<file path="src/rtl/gbce_pkg.sv">
// Shared types and constants for the glyph bitmap color expansion unit.
package gbce_pkg;

  localparam int BYTE_W      = 8;
  localparam int CNT_W       = $clog2(BYTE_W);
  localparam int COLOR_W     = 16;
  localparam int SIDE_W      = 8;
  localparam int ADDR_W      = 4;
  localparam int DATA_W      = 32;
  localparam int QUEUE_DEPTH = 2;
  localparam int MAX_SIDE_DEFAULT = 128;

  localparam logic [COLOR_W-1:0] FG_RESET     = 16'hFFFF;
  localparam logic [COLOR_W-1:0] BG_RESET     = 16'h0000;
  localparam logic [SIDE_W-1:0]  WIDTH_RESET  = 8'd8;
  localparam logic [SIDE_W-1:0]  HEIGHT_RESET = 8'd16;

  typedef enum logic [1:0] {
    REG_FG     = 2'd0,
    REG_BG     = 2'd1,
    REG_WIDTH  = 2'd2,
    REG_HEIGHT = 2'd3
  } reg_idx_t;

  // One bitmap byte after classification by the front end.
  typedef struct packed {
    logic [BYTE_W-1:0] byte_bits;
    logic [CNT_W-1:0]  cnt_m1;     // pixels to emit minus one
    logic              row_done;   // final pixel closes the glyph row
    logic              last_row;   // byte belongs to the glyph's last row
  } cmd_t;

  typedef struct packed {
    logic [SIDE_W-1:0] width;
    logic [SIDE_W-1:0] height;
  } geom_t;

  typedef struct packed {
    logic [COLOR_W-1:0] fg;
    logic [COLOR_W-1:0] bg;
  } colors_t;

endpackage

</file>
<file path="src/rtl/glyph_bitmap_color_expand_unit.sv">
// Glyph bitmap color expansion unit: 1bpp glyph bytes in, RGB565 pixels out.
//
// Bitmap bytes are pushed row by row, each row padded to whole bytes, MSB
// leftmost. Each byte gives one word per pixel inside the glyph width (one to
// eight), carrying the foreground color for a set bit and the background
// color for a clear bit, plus row_end, glyph_end and last (final pixel of that
// byte). Padding bits are dropped. After the last row the position wraps to
// the next glyph. Rate: the single output shifter emits one pixel per cycle
// while the result register is free or popped, so a byte holds the shifter
// until all its pixels are out; a row's partial last byte has fewer pixels. The
// front end classifies a byte in the cycle it is accepted and a two-entry
// command queue lets it take bytes back to back until that queue fills.
// Bytes pass the queue, shifter and result register. Registers (APB, byte
// address 4*i): 0 fg_color, 1 back_color, 2 glyph_width, 3 glyph_height;
// widths and heights of zero act as one, above MAX_GLYPH_SIDE saturate.
// Writing width or height restarts the glyph at its top-left. Reconfigure
// only while idle.
module glyph_bitmap_color_expand_unit #(
  parameter int MAX_GLYPH_SIDE = gbce_pkg::MAX_SIDE_DEFAULT
) (
  input  logic                         clk,
  input  logic                         rst,
  // bitmap words in
  input  logic                         push,
  output logic                         full,
  input  logic [gbce_pkg::BYTE_W-1:0]  bitmap_byte,
  // pixel words out
  output logic                         empty,
  input  logic                         pop,
  output logic [gbce_pkg::COLOR_W-1:0] px_rgb,
  output logic                         row_end,
  output logic                         glyph_end,
  output logic                         last,
  // configuration
  input  logic                         psel,
  input  logic                         penable,
  input  logic                         pwrite,
  input  logic [gbce_pkg::ADDR_W-1:0]  paddr,
  input  logic [gbce_pkg::DATA_W-1:0]  pwdata,
  output logic [gbce_pkg::DATA_W-1:0]  prdata,
  output logic                         pready
);

  gbce_pkg::colors_t  colors;
  gbce_pkg::geom_t    geom;
  gbce_pkg::reg_idx_t reg_idx;
  gbce_pkg::cmd_t     front_cmd, head_cmd;
  logic               cfg_wr, restart;
  logic               q_push, q_full, head_valid, head_pop;

  // Register file
  assign pready  = 1'b1;
  assign reg_idx = gbce_pkg::reg_idx_t'(paddr[3:2]);
  assign cfg_wr  = psel && penable && pwrite && pready;
  // geometry writes start a fresh glyph
  assign restart = cfg_wr && (reg_idx == gbce_pkg::REG_WIDTH ||
                              reg_idx == gbce_pkg::REG_HEIGHT);

  always_ff @(posedge clk) begin
    if (rst) begin
      colors.fg   <= gbce_pkg::FG_RESET;
      colors.bg   <= gbce_pkg::BG_RESET;
      geom.width  <= gbce_pkg::WIDTH_RESET;
      geom.height <= gbce_pkg::HEIGHT_RESET;
    end else if (cfg_wr) begin
      unique case (reg_idx)
        gbce_pkg::REG_FG:     colors.fg   <= pwdata[gbce_pkg::COLOR_W-1:0];
        gbce_pkg::REG_BG:     colors.bg   <= pwdata[gbce_pkg::COLOR_W-1:0];
        gbce_pkg::REG_WIDTH:  geom.width  <= pwdata[gbce_pkg::SIDE_W-1:0];
        gbce_pkg::REG_HEIGHT: geom.height <= pwdata[gbce_pkg::SIDE_W-1:0];
        default: ;
      endcase
    end
  end

  always_comb begin
    unique case (reg_idx)
      gbce_pkg::REG_FG:     prdata = gbce_pkg::DATA_W'(colors.fg);
      gbce_pkg::REG_BG:     prdata = gbce_pkg::DATA_W'(colors.bg);
      gbce_pkg::REG_WIDTH:  prdata = gbce_pkg::DATA_W'(geom.width);
      gbce_pkg::REG_HEIGHT: prdata = gbce_pkg::DATA_W'(geom.height);
      default:              prdata = '0;
    endcase
  end

  assign full = q_full;

  // Front end: position tracking and classification
  gbce_front #(
    .MAX_GLYPH_SIDE(MAX_GLYPH_SIDE)
  ) u_front (
    .clk         (clk),
    .rst         (rst),
    .push        (push),
    .bitmap_byte (bitmap_byte),
    .q_full      (q_full),
    .geom        (geom),
    .restart     (restart),
    .q_push      (q_push),
    .cmd         (front_cmd)
  );

  // Decoupling queue
  gbce_queue u_queue (
    .clk      (clk),
    .rst      (rst),
    .wr_en    (q_push),
    .wr_cmd   (front_cmd),
    .rd_en    (head_pop),
    .rd_cmd   (head_cmd),
    .rd_valid (head_valid),
    .full     (q_full)
  );

  // Back end: pixel shifter and result register
  gbce_back u_back (
    .clk        (clk),
    .rst        (rst),
    .head       (head_cmd),
    .head_valid (head_valid),
    .head_pop   (head_pop),
    .colors     (colors),
    .pop        (pop),
    .empty      (empty),
    .px_rgb     (px_rgb),
    .row_end    (row_end),
    .glyph_end  (glyph_end),
    .last       (last)
  );

endmodule

</file>
<file path="src/rtl/gbce_front.sv">
// Front end: accepts bitmap bytes, tracks column/row and classifies each byte.
module gbce_front #(
  parameter int MAX_GLYPH_SIDE = gbce_pkg::MAX_SIDE_DEFAULT
) (
  input  logic                        clk,
  input  logic                        rst,
  input  logic                        push,
  input  logic [gbce_pkg::BYTE_W-1:0] bitmap_byte,
  input  logic                        q_full,
  input  gbce_pkg::geom_t             geom,
  input  logic                        restart,
  output logic                        q_push,
  output gbce_pkg::cmd_t              cmd
);

  localparam int POS_W  = $clog2(MAX_GLYPH_SIDE);
  localparam int SIDE_W = gbce_pkg::SIDE_W;
  localparam logic [SIDE_W-1:0] MAX_SIDE = SIDE_W'(MAX_GLYPH_SIDE);
  localparam logic [SIDE_W-1:0] BYTE_PIX = SIDE_W'(gbce_pkg::BYTE_W);

  logic [POS_W-1:0]  column_pos, column_pos_next;
  logic [POS_W-1:0]  row_pos, row_pos_next;
  logic [POS_W-1:0]  col_eff, row_eff;
  logic [SIDE_W-1:0] w, h, rem, col_sum;
  logic              row_done, last_row;

  function automatic logic [SIDE_W-1:0] clamp_side(input logic [SIDE_W-1:0] v);
    logic [SIDE_W-1:0] r;
    if (v == '0) r = SIDE_W'(1);
    else if (v > MAX_SIDE) r = MAX_SIDE;
    else r = v;
    return r;
  endfunction

  always_comb begin
    w        = clamp_side(geom.width);
    h        = clamp_side(geom.height);
    col_eff  = (SIDE_W'(column_pos) >= w) ? '0 : column_pos;
    row_eff  = (SIDE_W'(row_pos) >= h) ? '0 : row_pos;
    rem      = w - SIDE_W'(col_eff);
    row_done = (rem <= BYTE_PIX);
    last_row = (SIDE_W'(row_eff) == h - SIDE_W'(1));
    col_sum  = SIDE_W'(col_eff) + BYTE_PIX;

    q_push        = push && !q_full;
    cmd.byte_bits = bitmap_byte;
    cmd.cnt_m1    = row_done ? gbce_pkg::CNT_W'(rem - SIDE_W'(1))
                             : gbce_pkg::CNT_W'(gbce_pkg::BYTE_W - 1);
    cmd.row_done  = row_done;
    cmd.last_row  = last_row;

    if (row_done) begin
      column_pos_next = '0;
      row_pos_next    = last_row ? '0 : row_eff + POS_W'(1);
    end else begin
      column_pos_next = POS_W'(col_sum);
      row_pos_next    = row_eff;
    end
  end

  always_ff @(posedge clk) begin
    if (rst || restart) begin
      column_pos <= '0;
      row_pos    <= '0;
    end else if (q_push) begin
      column_pos <= column_pos_next;
      row_pos    <= row_pos_next;
    end
  end

endmodule

</file>
<file path="src/rtl/gbce_queue.sv">
// Short command queue between front end and back end.
module gbce_queue (
  input  logic           clk,
  input  logic           rst,
  input  logic           wr_en,
  input  gbce_pkg::cmd_t wr_cmd,
  input  logic           rd_en,
  output gbce_pkg::cmd_t rd_cmd,
  output logic           rd_valid,
  output logic           full
);

  localparam int DEPTH = gbce_pkg::QUEUE_DEPTH;
  localparam int PTR_W = (DEPTH > 1) ? $clog2(DEPTH) : 1;
  localparam int CNT_W = $clog2(DEPTH + 1);

  gbce_pkg::cmd_t   mem [DEPTH];
  logic [PTR_W-1:0] wr_ptr, rd_ptr;
  logic [CNT_W-1:0] count;
  logic             do_wr, do_rd;

  function automatic logic [PTR_W-1:0] bump(input logic [PTR_W-1:0] p);
    return (p == PTR_W'(DEPTH - 1)) ? '0 : p + PTR_W'(1);
  endfunction

  assign full     = (count == CNT_W'(DEPTH));
  assign rd_valid = (count != '0);
  assign rd_cmd   = mem[rd_ptr];
  assign do_wr    = wr_en && !full;
  assign do_rd    = rd_en && rd_valid;

  always_ff @(posedge clk) begin
    if (rst) begin
      wr_ptr <= '0;
      rd_ptr <= '0;
      count  <= '0;
    end else begin
      if (do_wr) wr_ptr <= bump(wr_ptr);
      if (do_rd) rd_ptr <= bump(rd_ptr);
      if (do_wr && !do_rd) count <= count + CNT_W'(1);
      else if (do_rd && !do_wr) count <= count - CNT_W'(1);
    end
  end

  always_ff @(posedge clk) begin
    if (do_wr) mem[wr_ptr] <= wr_cmd;
  end

endmodule

</file>
<file path="src/rtl/gbce_back.sv">
// Back end: shifts out one pixel per cycle into the result register while it is free or popped.
module gbce_back (
  input  logic                         clk,
  input  logic                         rst,
  input  gbce_pkg::cmd_t               head,
  input  logic                         head_valid,
  output logic                         head_pop,
  input  gbce_pkg::colors_t            colors,
  input  logic                         pop,
  output logic                         empty,
  output logic [gbce_pkg::COLOR_W-1:0] px_rgb,
  output logic                         row_end,
  output logic                         glyph_end,
  output logic                         last
);

  localparam int BW = gbce_pkg::BYTE_W;
  localparam int CW = gbce_pkg::CNT_W;

  logic          cur_valid, cur_row_done, cur_last_row;
  logic [BW-1:0] cur_bits;
  logic [CW-1:0] cur_left;
  logic          out_valid;
  logic          adv, finishing;

  always_comb begin
    adv       = cur_valid && (!out_valid || pop);
    finishing = adv && (cur_left == '0);
    head_pop  = head_valid && (!cur_valid || finishing);
  end

  assign empty = !out_valid;

  always_ff @(posedge clk) begin
    if (rst) begin
      cur_valid <= 1'b0;
      out_valid <= 1'b0;
    end else begin
      if (head_pop) cur_valid <= 1'b1;
      else if (finishing) cur_valid <= 1'b0;
      if (adv) out_valid <= 1'b1;
      else if (pop) out_valid <= 1'b0;
    end
  end

  always_ff @(posedge clk) begin
    if (head_pop) begin
      cur_bits     <= head.byte_bits;
      cur_left     <= head.cnt_m1;
      cur_row_done <= head.row_done;
      cur_last_row <= head.last_row;
    end else if (adv) begin
      cur_bits <= {cur_bits[BW-2:0], 1'b0};
      cur_left <= cur_left - CW'(1);
    end
    if (adv) begin
      px_rgb    <= cur_bits[BW-1] ? colors.fg : colors.bg;
      last      <= (cur_left == '0);
      row_end   <= (cur_left == '0) && cur_row_done;
      glyph_end <= (cur_left == '0) && cur_row_done && cur_last_row;
    end
  end

endmodule

</file>
<file path="config.mk">
export PLATFORM = sky130hd
export DESIGN_NAME = glyph_bitmap_color_expand_unit
export DESIGN_NICKNAME = d
export VERILOG_FILES = /design/src/rtl/gbce_pkg.sv /design/src/rtl/glyph_bitmap_color_expand_unit.sv /design/src/rtl/gbce_front.sv /design/src/rtl/gbce_queue.sv /design/src/rtl/gbce_back.sv
export SDC_FILE = /design/constraint.sdc
export NUM_CORES = 1
export LEC_CHECK = 0
export BUFFER_PORTS_ARGS = -buffer_cell sky130_fd_sc_hd__buf_4
export CAP_MARGIN = 20
export CORE_ASPECT_RATIO = 1.75
export CORE_MARGIN = 10
export CORE_UTILIZATION = 30
export CTS_CLUSTER_DIAMETER = 30
export DETAILED_ROUTE_END_ITERATION = 10
export SYNTH_ARGS = -nofsm -noshare
export SYNTH_HDL_FRONTEND = slang
export SYNTH_SLANG_ARGS = --single-unit
</file>
<file path="constraint.sdc">
create_clock -name clk -period 6.3 [get_ports clk]
set_clock_uncertainty 0.1 [all_clocks]
set_input_delay 0.315 -clock clk [delete_from_list [all_inputs] [get_ports clk]]
set_output_delay 0.315 -clock clk [all_outputs]
set_load 0.01 [all_outputs]
</file>
==> results.ini, run 1 <==
[logic_synthesis]
synth_warnings=0
netlist_area_sq_um=6600
syn-instance-count=639
synth_cell_types=66
synth_top_flop_cell=dfxtp_1
synth_seq_cells=127
syn_avg_cell_area_sq_um=10.3
async_flop_share_pct=0
synth_edf_count=58
ys_seq_area_share_pct=47.3

[grt]
antenna_found_initial=0
grtUsageMet2_pct=20.5
use_met1_pct=10.9
gr-usage-met3_pct=2.85
grt_usage_pct=10.9
grt_pass1_wl_mm=25.1
grt_max_degree=57
globalRouteOverflowTotal=0
grt.busiest_layer=met2
grt_pass1_vias=4873

[sta]
worst_pin_slew_ps=966
max_slew_margin_pct=35.6
hold_viol=0
tns_ps=0
final-setup-viol-count=0
maxSlewViolCount=0
fin_crit_sh_pct=81.9
layout_min_cycle_time_ps=5160
fmax_mhz=194
grt_setup_unrepaired=no

[setup_path]
timing.critical_path.buf_inv=4
critPathArrivalTime_ps=5360
crit_fanout=16
crit_type=register to register
crit_path_start_kind=register
crit_family=simple AND/OR/NAND/NOR gates
cp.required_ps=6500
cp_cell_sequence=nor4_1 > a21oi_1 > nor2_1 > ha_1 > nand2b_1 > a21o_1 > a21oi_1 > o21ai_0 > o31ai_2 > buf_4 > and2_1 > ha_1 > inv_1 > fa_1 > inv_1 > ha_1 > a221oi_1 > or4_1 > inv_1 > and4_1 > a2111oi_0 > a211o_1
end_kind=register
crit_path_max_incr_delay_ps=640
cp_slowest_cell=or4_1

[clock_network]
clockBufferDepth=2
clkLatencyLatePin_ps=420
holdBufCountCts=15
cts_made_buffers=17
h-tree-depth=4
cts_sinks=127
cts_resized=0
clock_tree.root_cell=clkbuf_16
clk_pin_slew_ps=60
cts_tree=yes
postCtsSetupRepairBufs=0

[routing]
routed_wl_mm=15.4
post_drt_wl_per_cell_microns=15.2
drtAntennaViolNets=0
viasPerCell=4.70
first_pass_iters=4
vias=4775
drtIter0Drc=272
drt_drc_violations_left=0

[finish]
final_area_sq_um=8040
nNetsFinal=792
nFillCells=2130
syn_to_final_growth_pct=21.9
final_common_cell=buf_4
final_cell_mix=buf_4, dfxtp_1, nand2_1, edfxtp_1, nor2_1
antenna_cells=0
drive_gt1_share_pct=20.6

[floorplanning]
initial_utilization_pct=30.6
die_x_microns=132
core-area_sq_um=21600
rows=71
boundaryPins=105
die-area_sq_um=28600
die_h_microns=216

[min_path]
hold_class=input port to register

[placed_design]
placed_area_sq_um=7310
finalWeightedCongestion=0.774
dp_hpwl_mm=11.1
port_buffers=69

[pwr]
power.density_nw_per_um2=346
p_leak_nw=3.15
ir_drop_uv=167

[job]
max_cap_violations=0

[run_status]
outcome=completed

-- through the flow --
step                      util, %  hold slack (ps)  std cells  total power [mW]  setup WS, ps
after floorplan                 -              314        654              1.60          1630
after global placement       33.8              343        970              1.82          1190
after detailed placement     33.8              350        970              1.83          1100
after CTS                    37.3             1.26       1017              2.82          1080
after global routing         37.3             1.53       1017              2.93           766
final                        37.3             14.3       1017              2.78          1140
-- registers in the layout, summed over array words and instances (netlist names), 2 cells and up, named ones only --
signal and cells:
colors 32, geom 16, u_back.cur_bits 8, u_back.cur_left 3, u_back.px_rgb 16, u_front.column_pos 7, u_front.row_pos 7, u_queue.count 2
u_queue.mem 26
-- path summary, 6_finish.rpt --
| kind | from | endpoint | slack (ps) | cells past startpoint |
|---|---|---|---|---|
| max | geom[9] | u_front.row_pos[4] | 1140 | 22 |
| min | pwdata[15] | colors[31] | 10 | 2 |
| max reg2reg | geom[9] | u_front.row_pos[4] | 1140 | 22 |
| min reg2reg | u_back.cur_valid | u_back.out_valid | 360 | 2 |
-- area by class of cell --
cell class	instances	area, sq um	share of cell area (%)
clock buffers	17	425	5.29
clock inverters	15	161	2.01
inverters	32	120	1.49
multi-input cells	444	3140	39.0
flip-flops and latches	127	3120	38.8
well taps	292	365	4.54
repair buffers	90	713	8.87
-- power breakdown --
group	internal, mW	total [mW]	switching [mW]
combinational	0.289	0.642	0.353
clock	0.588	0.971	0.384
sequential	1.07	1.17	0.0962
-- cell usage after synthesis, drive strengths merged, types with 3 or more instances --
| cell type | number | area (sq um) |
|---|---|---|
| dfxtp | 69 | 1380 |
| nand2 | 67 | 251 |
| edfxtp | 58 | 1740 |
| nor2 | 50 | 188 |
| a21oi | 36 | 180 |
| mux2i | 34 | 340 |
| inv | 32 | 120 |
| clkbuf | 28 | 106 |
| ha | 28 | 350 |
| buf | 23 | 183 |
| nor2b | 21 | 131 |
| o21ai | 21 | 105 |
| a211o | 20 | 175 |
| mux2 | 18 | 203 |
| nand2b | 18 | 113 |
| nand3 | 9 | 45.0 |
| mux4 | 8 | 184 |
| a211oi | 7 | 62.6 |
| and2 | 7 | 43.8 |
| nor3 | 7 | 35.0 |
| xnor2 | 7 | 61.3 |
| xor2 | 6 | 52.6 |
| a21o | 5 | 37.5 |
| or3 | 5 | 31.3 |
| nor4 | 4 | 46.3 |
| or2 | 4 | 25.0 |
| and3 | 3 | 18.8 |
| nand4 | 3 | 25.0 |
| o211ai | 3 | 22.5 |
| o21bai | 3 | 22.5 |
-- kinds of logic (layout without fill, tap and decap cells) --
| group | after synthesis | after routing | synth area share (%) |
|---|---|---|---|
| AOI/OAI and AO/OA | 116 | 116 | 12.2 |
| xor gates and xnor gates | 13 | 13 | 1.72 |
| adders and majority gates | 29 | 29 | 5.61 |
| and+or+nand+nor | 209 | 209 | 15.9 |
| muxes | 60 | 60 | 11.0 |
| DFF | 127 | 127 | 47.3 |
| buffers and inverters | 83 | 154 | 6.20 |
| other | 2 | 17 | 0.114 |
-- layer usage --
metal  part of all wire, %  wire length (microns)
met1                    39                   6100
met2                    54                   8320
met3                   4.6                    715
met4                   2.0                    307
met5                     0                      0
No activity file was read; power rests on OpenSTA's default activity.
==> run 2: changes to the inputs <==
Clock period 6.3 ns to 4.95 ns, I/O delays scaled along.
==> run 2 against run 1 <==
  * Register-to-register slack got worse by 790 ps
  * Combinational power rose by 31%
  * Die area did not move
  * Maximum frequency rose by 12%
  * Global-route usage rose by 0.16 points
  * Clock-buffer cell count did not move
  * First-iteration DRC count fell by 7.0%
  * Sequential cell count did not move
  * Critical endpoint is now u_front.row_pos[6]
==> results.ini, run 2 (synthesis gave the netlist of run 1 again) <==
[clock_network]
cts_made_buffers=17  ; unchanged
clockBufferDepth=2  ; unchanged
h-tree-depth=4  ; unchanged
clock_tree.root_cell=clkbuf_16
cts_tree=yes
clkLatencyLatePin_ps=420  ; about the same
clk_pin_slew_ps=60  ; about the same
cts_sinks=127  ; unchanged

[sta]
maxSlewViolCount=0  ; unchanged
layout_min_cycle_time_ps=4600  ; -558 ps
worst_pin_slew_ps=998  ; +32.5 ps
final-setup-viol-count=0  ; unchanged
hold_viol=0  ; unchanged
holdWs_ps=62.4  ; +48.1 ps
fmax_mhz=217  ; +12%
max_slew_margin_pct=33.2  ; -2.4 points
fin_crit_sh_pct=92.9  ; +11 points
tns_ps=0  ; unchanged

[floorplanning]
die-area_sq_um=28600  ; unchanged
rows=71  ; unchanged
initial_utilization_pct=30.6  ; unchanged
core-area_sq_um=21600  ; unchanged
die_h_microns=216  ; unchanged
boundaryPins=105  ; unchanged
die_x_microns=132  ; unchanged

[routing]
drtAntennaViolNets=0  ; unchanged
first_pass_iters=4  ; unchanged
wl_met3_microns=734  ; +2.7%
vias=4905  ; +2.7%
wl_met1_mm=6.08  ; -0.26%
drtIter0Drc=253  ; -7.0%
post_drt_wl_per_cell_microns=15.3  ; +0.64%
routed_wl_mm=15.9  ; +2.6%
drt_drc_violations_left=0  ; unchanged
highest_layer=met4
wl_met2_mm=8.63  ; +3.7%
viasPerCell=4.73  ; +0.74%

[finish]
fin_util_pct=38.3  ; +1.0 points
final_cell_mix=buf_4, dfxtp_1, nand2_1, edfxtp_1, nor2_1
nNetsFinal=812  ; +2.5%
top_register=colors
antenna_cells=0  ; unchanged
final_common_cell=buf_4
syn_to_final_growth_pct=25.2
nFillCells=2113  ; -0.80%
top_regs=colors: 32 flops, u_queue.mem: 26 flops
stdcell_count=1037  ; +2.0%
drive_gt1_share_pct=22.8  ; +2.3 points
largest_reg_flops=32  ; unchanged

[min_path]
hold_start=pop
hold_class=input port to register
hold_end=u_back.out_valid
worst_hold_path.num_cells=3  ; +1

[setup_path]
critPathArrivalTime_ps=4840  ; -520 ps
r2r_slack_ps=350  ; -790 ps
crit_fanout=5  ; -11
cp.required_ps=5190  ; -1310 ps
reg2reg_to=u_front.row_pos[6]
crit_type=register to register
crit_path_start_kind=register
worstReg2RegStart=geom[12]
ff2ff_path_depth=20  ; -9.1%
end_kind=register

[pwr]
p_leak_nw=3.25  ; +3.1%
power.total_mw=3.57  ; +28%
ir_drop_uv=225  ; +34%
power.density_nw_per_um2=432  ; +25%

[grt]
grt_max_degree=57  ; unchanged
grt_pass1_wl_mm=25.5  ; +1.6%
globalRouteOverflowTotal=0  ; unchanged
grt_pass1_vias=5004  ; +2.7%
grt_usage_pct=11.0  ; +0.16 points
antenna_found_initial=0  ; unchanged

[placed_design]
port_buffers=69  ; unchanged
dp_hpwl_mm=11.5  ; +3.3%
finalWeightedCongestion=0.814  ; +5.1%
dp.cells=976  ; +0.62%

[job]
max_cap_violations=0  ; unchanged

[run_status]
outcome=completed

-- run 2: timing repair --
item                       CTS  global route
resized for setup            0            12
setup buffers                0             5
setup endpoints to repair    0            14
hold buffers                24             0
hold endpoints to repair    52             0
-- run 2: worst max-delay path by stage --
stage | from | end | slack (ps) | cells after the start
2_1_floorplan | geom[9] | u_front.row_pos[6] | 280 | 20
3_3_place_gp | geom[9] | u_front.row_pos[6] | 230 | 20
3_5_place_dp | geom[9] | u_front.row_pos[6] | 140 | 19
4_1_cts | geom[9] | u_front.row_pos[6] | 120 | 19
5_1_grt | geom[12] | u_front.row_pos[6] | -40 | 20
6_report | geom[12] | u_front.row_pos[6] | 350 | 20
-- run 2: metrics by stage --
step	setup WS [ps]	instance area (sq um)
after CTS	119	8180
after global placement	232	7350
final	352	8260
after floorplan	280	6660
after global routing	-40.7	8260
after detailed placement	142	7350
-- run 2: area by class of cell --
cell class | count | area (sq um) | share of cell area [%]
clock buffer | 17 | 425 | 5.15
clock inverter | 15 | 160 | 1.94
inverter | 32 | 120 | 1.45
multi-input combinational | 444 | 3180 | 38.5
sequential | 127 | 3120 | 37.8
tap | 292 | 365 | 4.42
timing repair buffer | 110 | 886 | 10.7
-- run 2: routing by layer --
metal / global-route usage, % / up-vias
met5: 0 / -
met2: 20.5 / 113
met3: 2.87 / 23
met4: 5.47 / 0
li1: - / 2431
met1: 11.0 / 2338
-- run 2: critical path, cell delays in order (launching register included) --
cell,delay (ps)
dfxtp_2,340
nor4_2,280
a21oi_1,90
nor2_1,160
ha_1,240
nand2b_1,140
a21o_1,180
a21oi_2,130
o21ai_1,90
o31ai_2,240
and2_1,170
ha_2,190
inv_1,60
fa_2,370
buf_4,150
xnor2_2,200
a221oi_1,120
or4_4,480
or4_1,410
a21o_1,190
a211oi_2,200
-- run 2: power breakdown --
group          switching (mW)  internal (mW)  leakage (nW)
Sequential              0.127           1.36          1.10
Combinational           0.447          0.397          1.87
Clock                   0.487          0.746         0.286
Total                    1.06           2.51          3.25
==> run 3: changes to the inputs <==
Settings changed: SETUP_SLACK_MARGIN from default to 0.4.
==> run 3 against run 2 <==
  * Die area unchanged
  * Design area up 0.94%
  * First-iteration DRC count down 9.1%
  * Combinational power is 2.7% higher
  * Clock-buffer cell count is the same
  * Routed wire length increased by 1.0%
  * Global-route usage is 0.076 points higher
  * Critical path depth did not move
  * Register-to-register slack better by 110 ps
  * Sequential cell count is the same
  * Cell count unchanged
  * Maximum frequency rose by 2.6%
  * Highest routed layer unchanged
==> results.ini, run 3 (synthesis gave the netlist of run 1 again) <==
[run_status]
outcome=completed

[routing]
drtIter0Drc=230  ; -9.1%
viasPerCell=4.75  ; +0.37%
first_pass_iters=5  ; +1
vias=4923  ; +0.37%
drt_drc_violations_left=0  ; unchanged
drtAntennaViolNets=0  ; unchanged
post_drt_wl_per_cell_microns=15.4  ; +1.0%
routed_wl_mm=16.0  ; +1.0%

[setup_path]
crit_path_start_kind=register
cp-startpoint=geom[12]
cp.required_ps=5190  ; about the same
crit_type=register to register
end_kind=register
critPathArrivalTime_ps=4720  ; -120 ps
worstReg2RegStart=geom[12]
crit_fanout=6  ; +1

[sta]
layout_min_cycle_time_ps=4480  ; -115 ps
fmax_mhz=223  ; +2.6%
worst_pin_slew_ps=1020  ; +18.6 ps
tns_ps=0  ; unchanged
layout_setup_ws_ps=467  ; +115 ps
final-setup-viol-count=0  ; unchanged
hold_viol=0  ; unchanged
maxSlewViolCount=0  ; unchanged
max_slew_margin_pct=32.2  ; -1.0 points
grt_setup_unrepaired=yes
fin_crit_sh_pct=90.6  ; -2.3 points

[finish]
antenna_cells=0  ; unchanged
final_cell_mix=buf_4, dfxtp_1, nand2_1, edfxtp_1, nor2_1
largest_reg_flops=32  ; unchanged
final_area_sq_um=8340  ; +0.94%
nNetsFinal=812  ; unchanged
final_common_cell=buf_4
top_regs=colors: 32 flops, u_queue.mem: 26 flops
nFillCells=2083  ; -1.4%
drive_gt1_share_pct=23.8  ; +0.94 points
top_register=colors
syn_to_final_growth_pct=26.3

[floorplanning]
core-area_sq_um=21600  ; unchanged
die_h_microns=216  ; unchanged
initial_utilization_pct=30.6  ; unchanged
die_x_microns=132  ; unchanged
boundaryPins=105  ; unchanged
rows=71  ; unchanged
die-area_sq_um=28600  ; unchanged

[clock_network]
clock_tree.root_cell=clkbuf_16
clockBufferDepth=2  ; unchanged
clk_pin_slew_ps=60  ; about the same
h-tree-depth=4  ; unchanged
clkLatencyLatePin_ps=420  ; about the same
cts_sinks=127  ; unchanged
cts_tree=yes
cts_made_buffers=17  ; unchanged

[placed_design]
dp_hpwl_mm=11.5  ; about the same
placed_area_sq_um=7370  ; +0.19%
pre_cts_ws_ps=236  ; +94.1 ps
port_buffers=69  ; unchanged
finalWeightedCongestion=0.788  ; -3.1%

[job]
max_cap_violations=0  ; unchanged

[grt]
grt_pass1_vias=5004  ; unchanged
grt_max_degree=57  ; unchanged
globalRouteOverflowTotal=0  ; unchanged
grt_pass1_wl_mm=25.6  ; +0.30%
grt_usage_pct=11.1  ; +0.076 points
antenna_found_initial=0  ; unchanged

[pwr]
ir_drop_uv=238  ; +5.8%
p_leak_nw=3.26  ; +0.17%
power.density_nw_per_um2=436  ; +0.90%
power.total_mw=3.63  ; +1.8%

[min_path]
hold_start=pop
hold_class=input port to register

==> run 3: changes by cell type in the layout (fill, tap and decap cells not counted), sizes merged <==
cell / previous run / this run
bufinv: 2 / 3
clkinv: 8 / 3
clkinvlp: 1 / 5
==> run 3: worst max-delay path: stages, from the launching register on <==
cell	delay, ps
dfxtp_2	330
nor4_4	250
a21oi_1	100
nor2_1	150
ha_1	240
nand2b_1	140
a21o_1	180
a21oi_2	130
o21ai_2	80
o31ai_4	200
buf_6	160
nand2_2	70
ha_1	270
nor2b_1	140
o31a_1	320
a21oi_2	120
mux2i_1	80
or4_4	540
or4_4	420
a21o_1	180
a211oi_2	200
==> run 3: stage by stage <==
step                      utilization (%)  instances  hold WS (ps)
final                                38.6       1037          55.7
after floorplan                         -        654           246
after global placement               34.1        976           333
after detailed placement             34.1        976           335
after global routing                 38.6       1037          85.2
after CTS                            38.2       1034          49.7
==> run 3: worst paths after layout <==
| kind | endpoint | slack (ps) | cells past startpoint |
|---|---|---|---|
| worst max-delay path | u_front.row_pos[6] | 470 | 20 |
| worst min-delay path | u_back.out_valid | 60 | 3 |
| worst max register to register | u_front.row_pos[6] | 470 | 20 |
| worst min register to register | u_back.out_valid | 360 | 2 |
==> run 3: layout make-up <==
class / instances / area [sq um] / share of cell area (%)
clock buffers: 17 / 425 / 5.10
clock inverters: 15 / 184 / 2.21
inverters: 32 / 123 / 1.47
multi-input cells: 444 / 3220 / 38.6
flip-flops and latches: 127 / 3130 / 37.5
well taps: 292 / 365 / 4.38
repair buffers: 110 / 897 / 10.8
==> run 3: repair_timing <==
action                                  in CTS  in global routing
hold buffers                                24                  0
endpoints found under the setup margin      14                 17
gates resized for setup                      7                 16
pin swaps                                    4                  7
buffers inserted                             2                  3
hold endpoints to repair                    43                  0
==> run 3: power by group <==
part	switching [mW]	internal [mW]	leakage (nW)
clock network	0.485	0.796	0.281
logic	0.463	0.404	1.88
registers	0.123	1.36	1.10
==> run 3: per-layer routing <==
layer | up-vias | global-route usage, % | share of wire [%]
met5 | - | 0 | 0
met4 | 0 | 5.66 | 2.2
met3 | 23 | 2.43 | 4.4
met2 | 101 | 21.0 | 56
met1 | 2373 | 11.0 | 38
li1 | 2426 | - | -
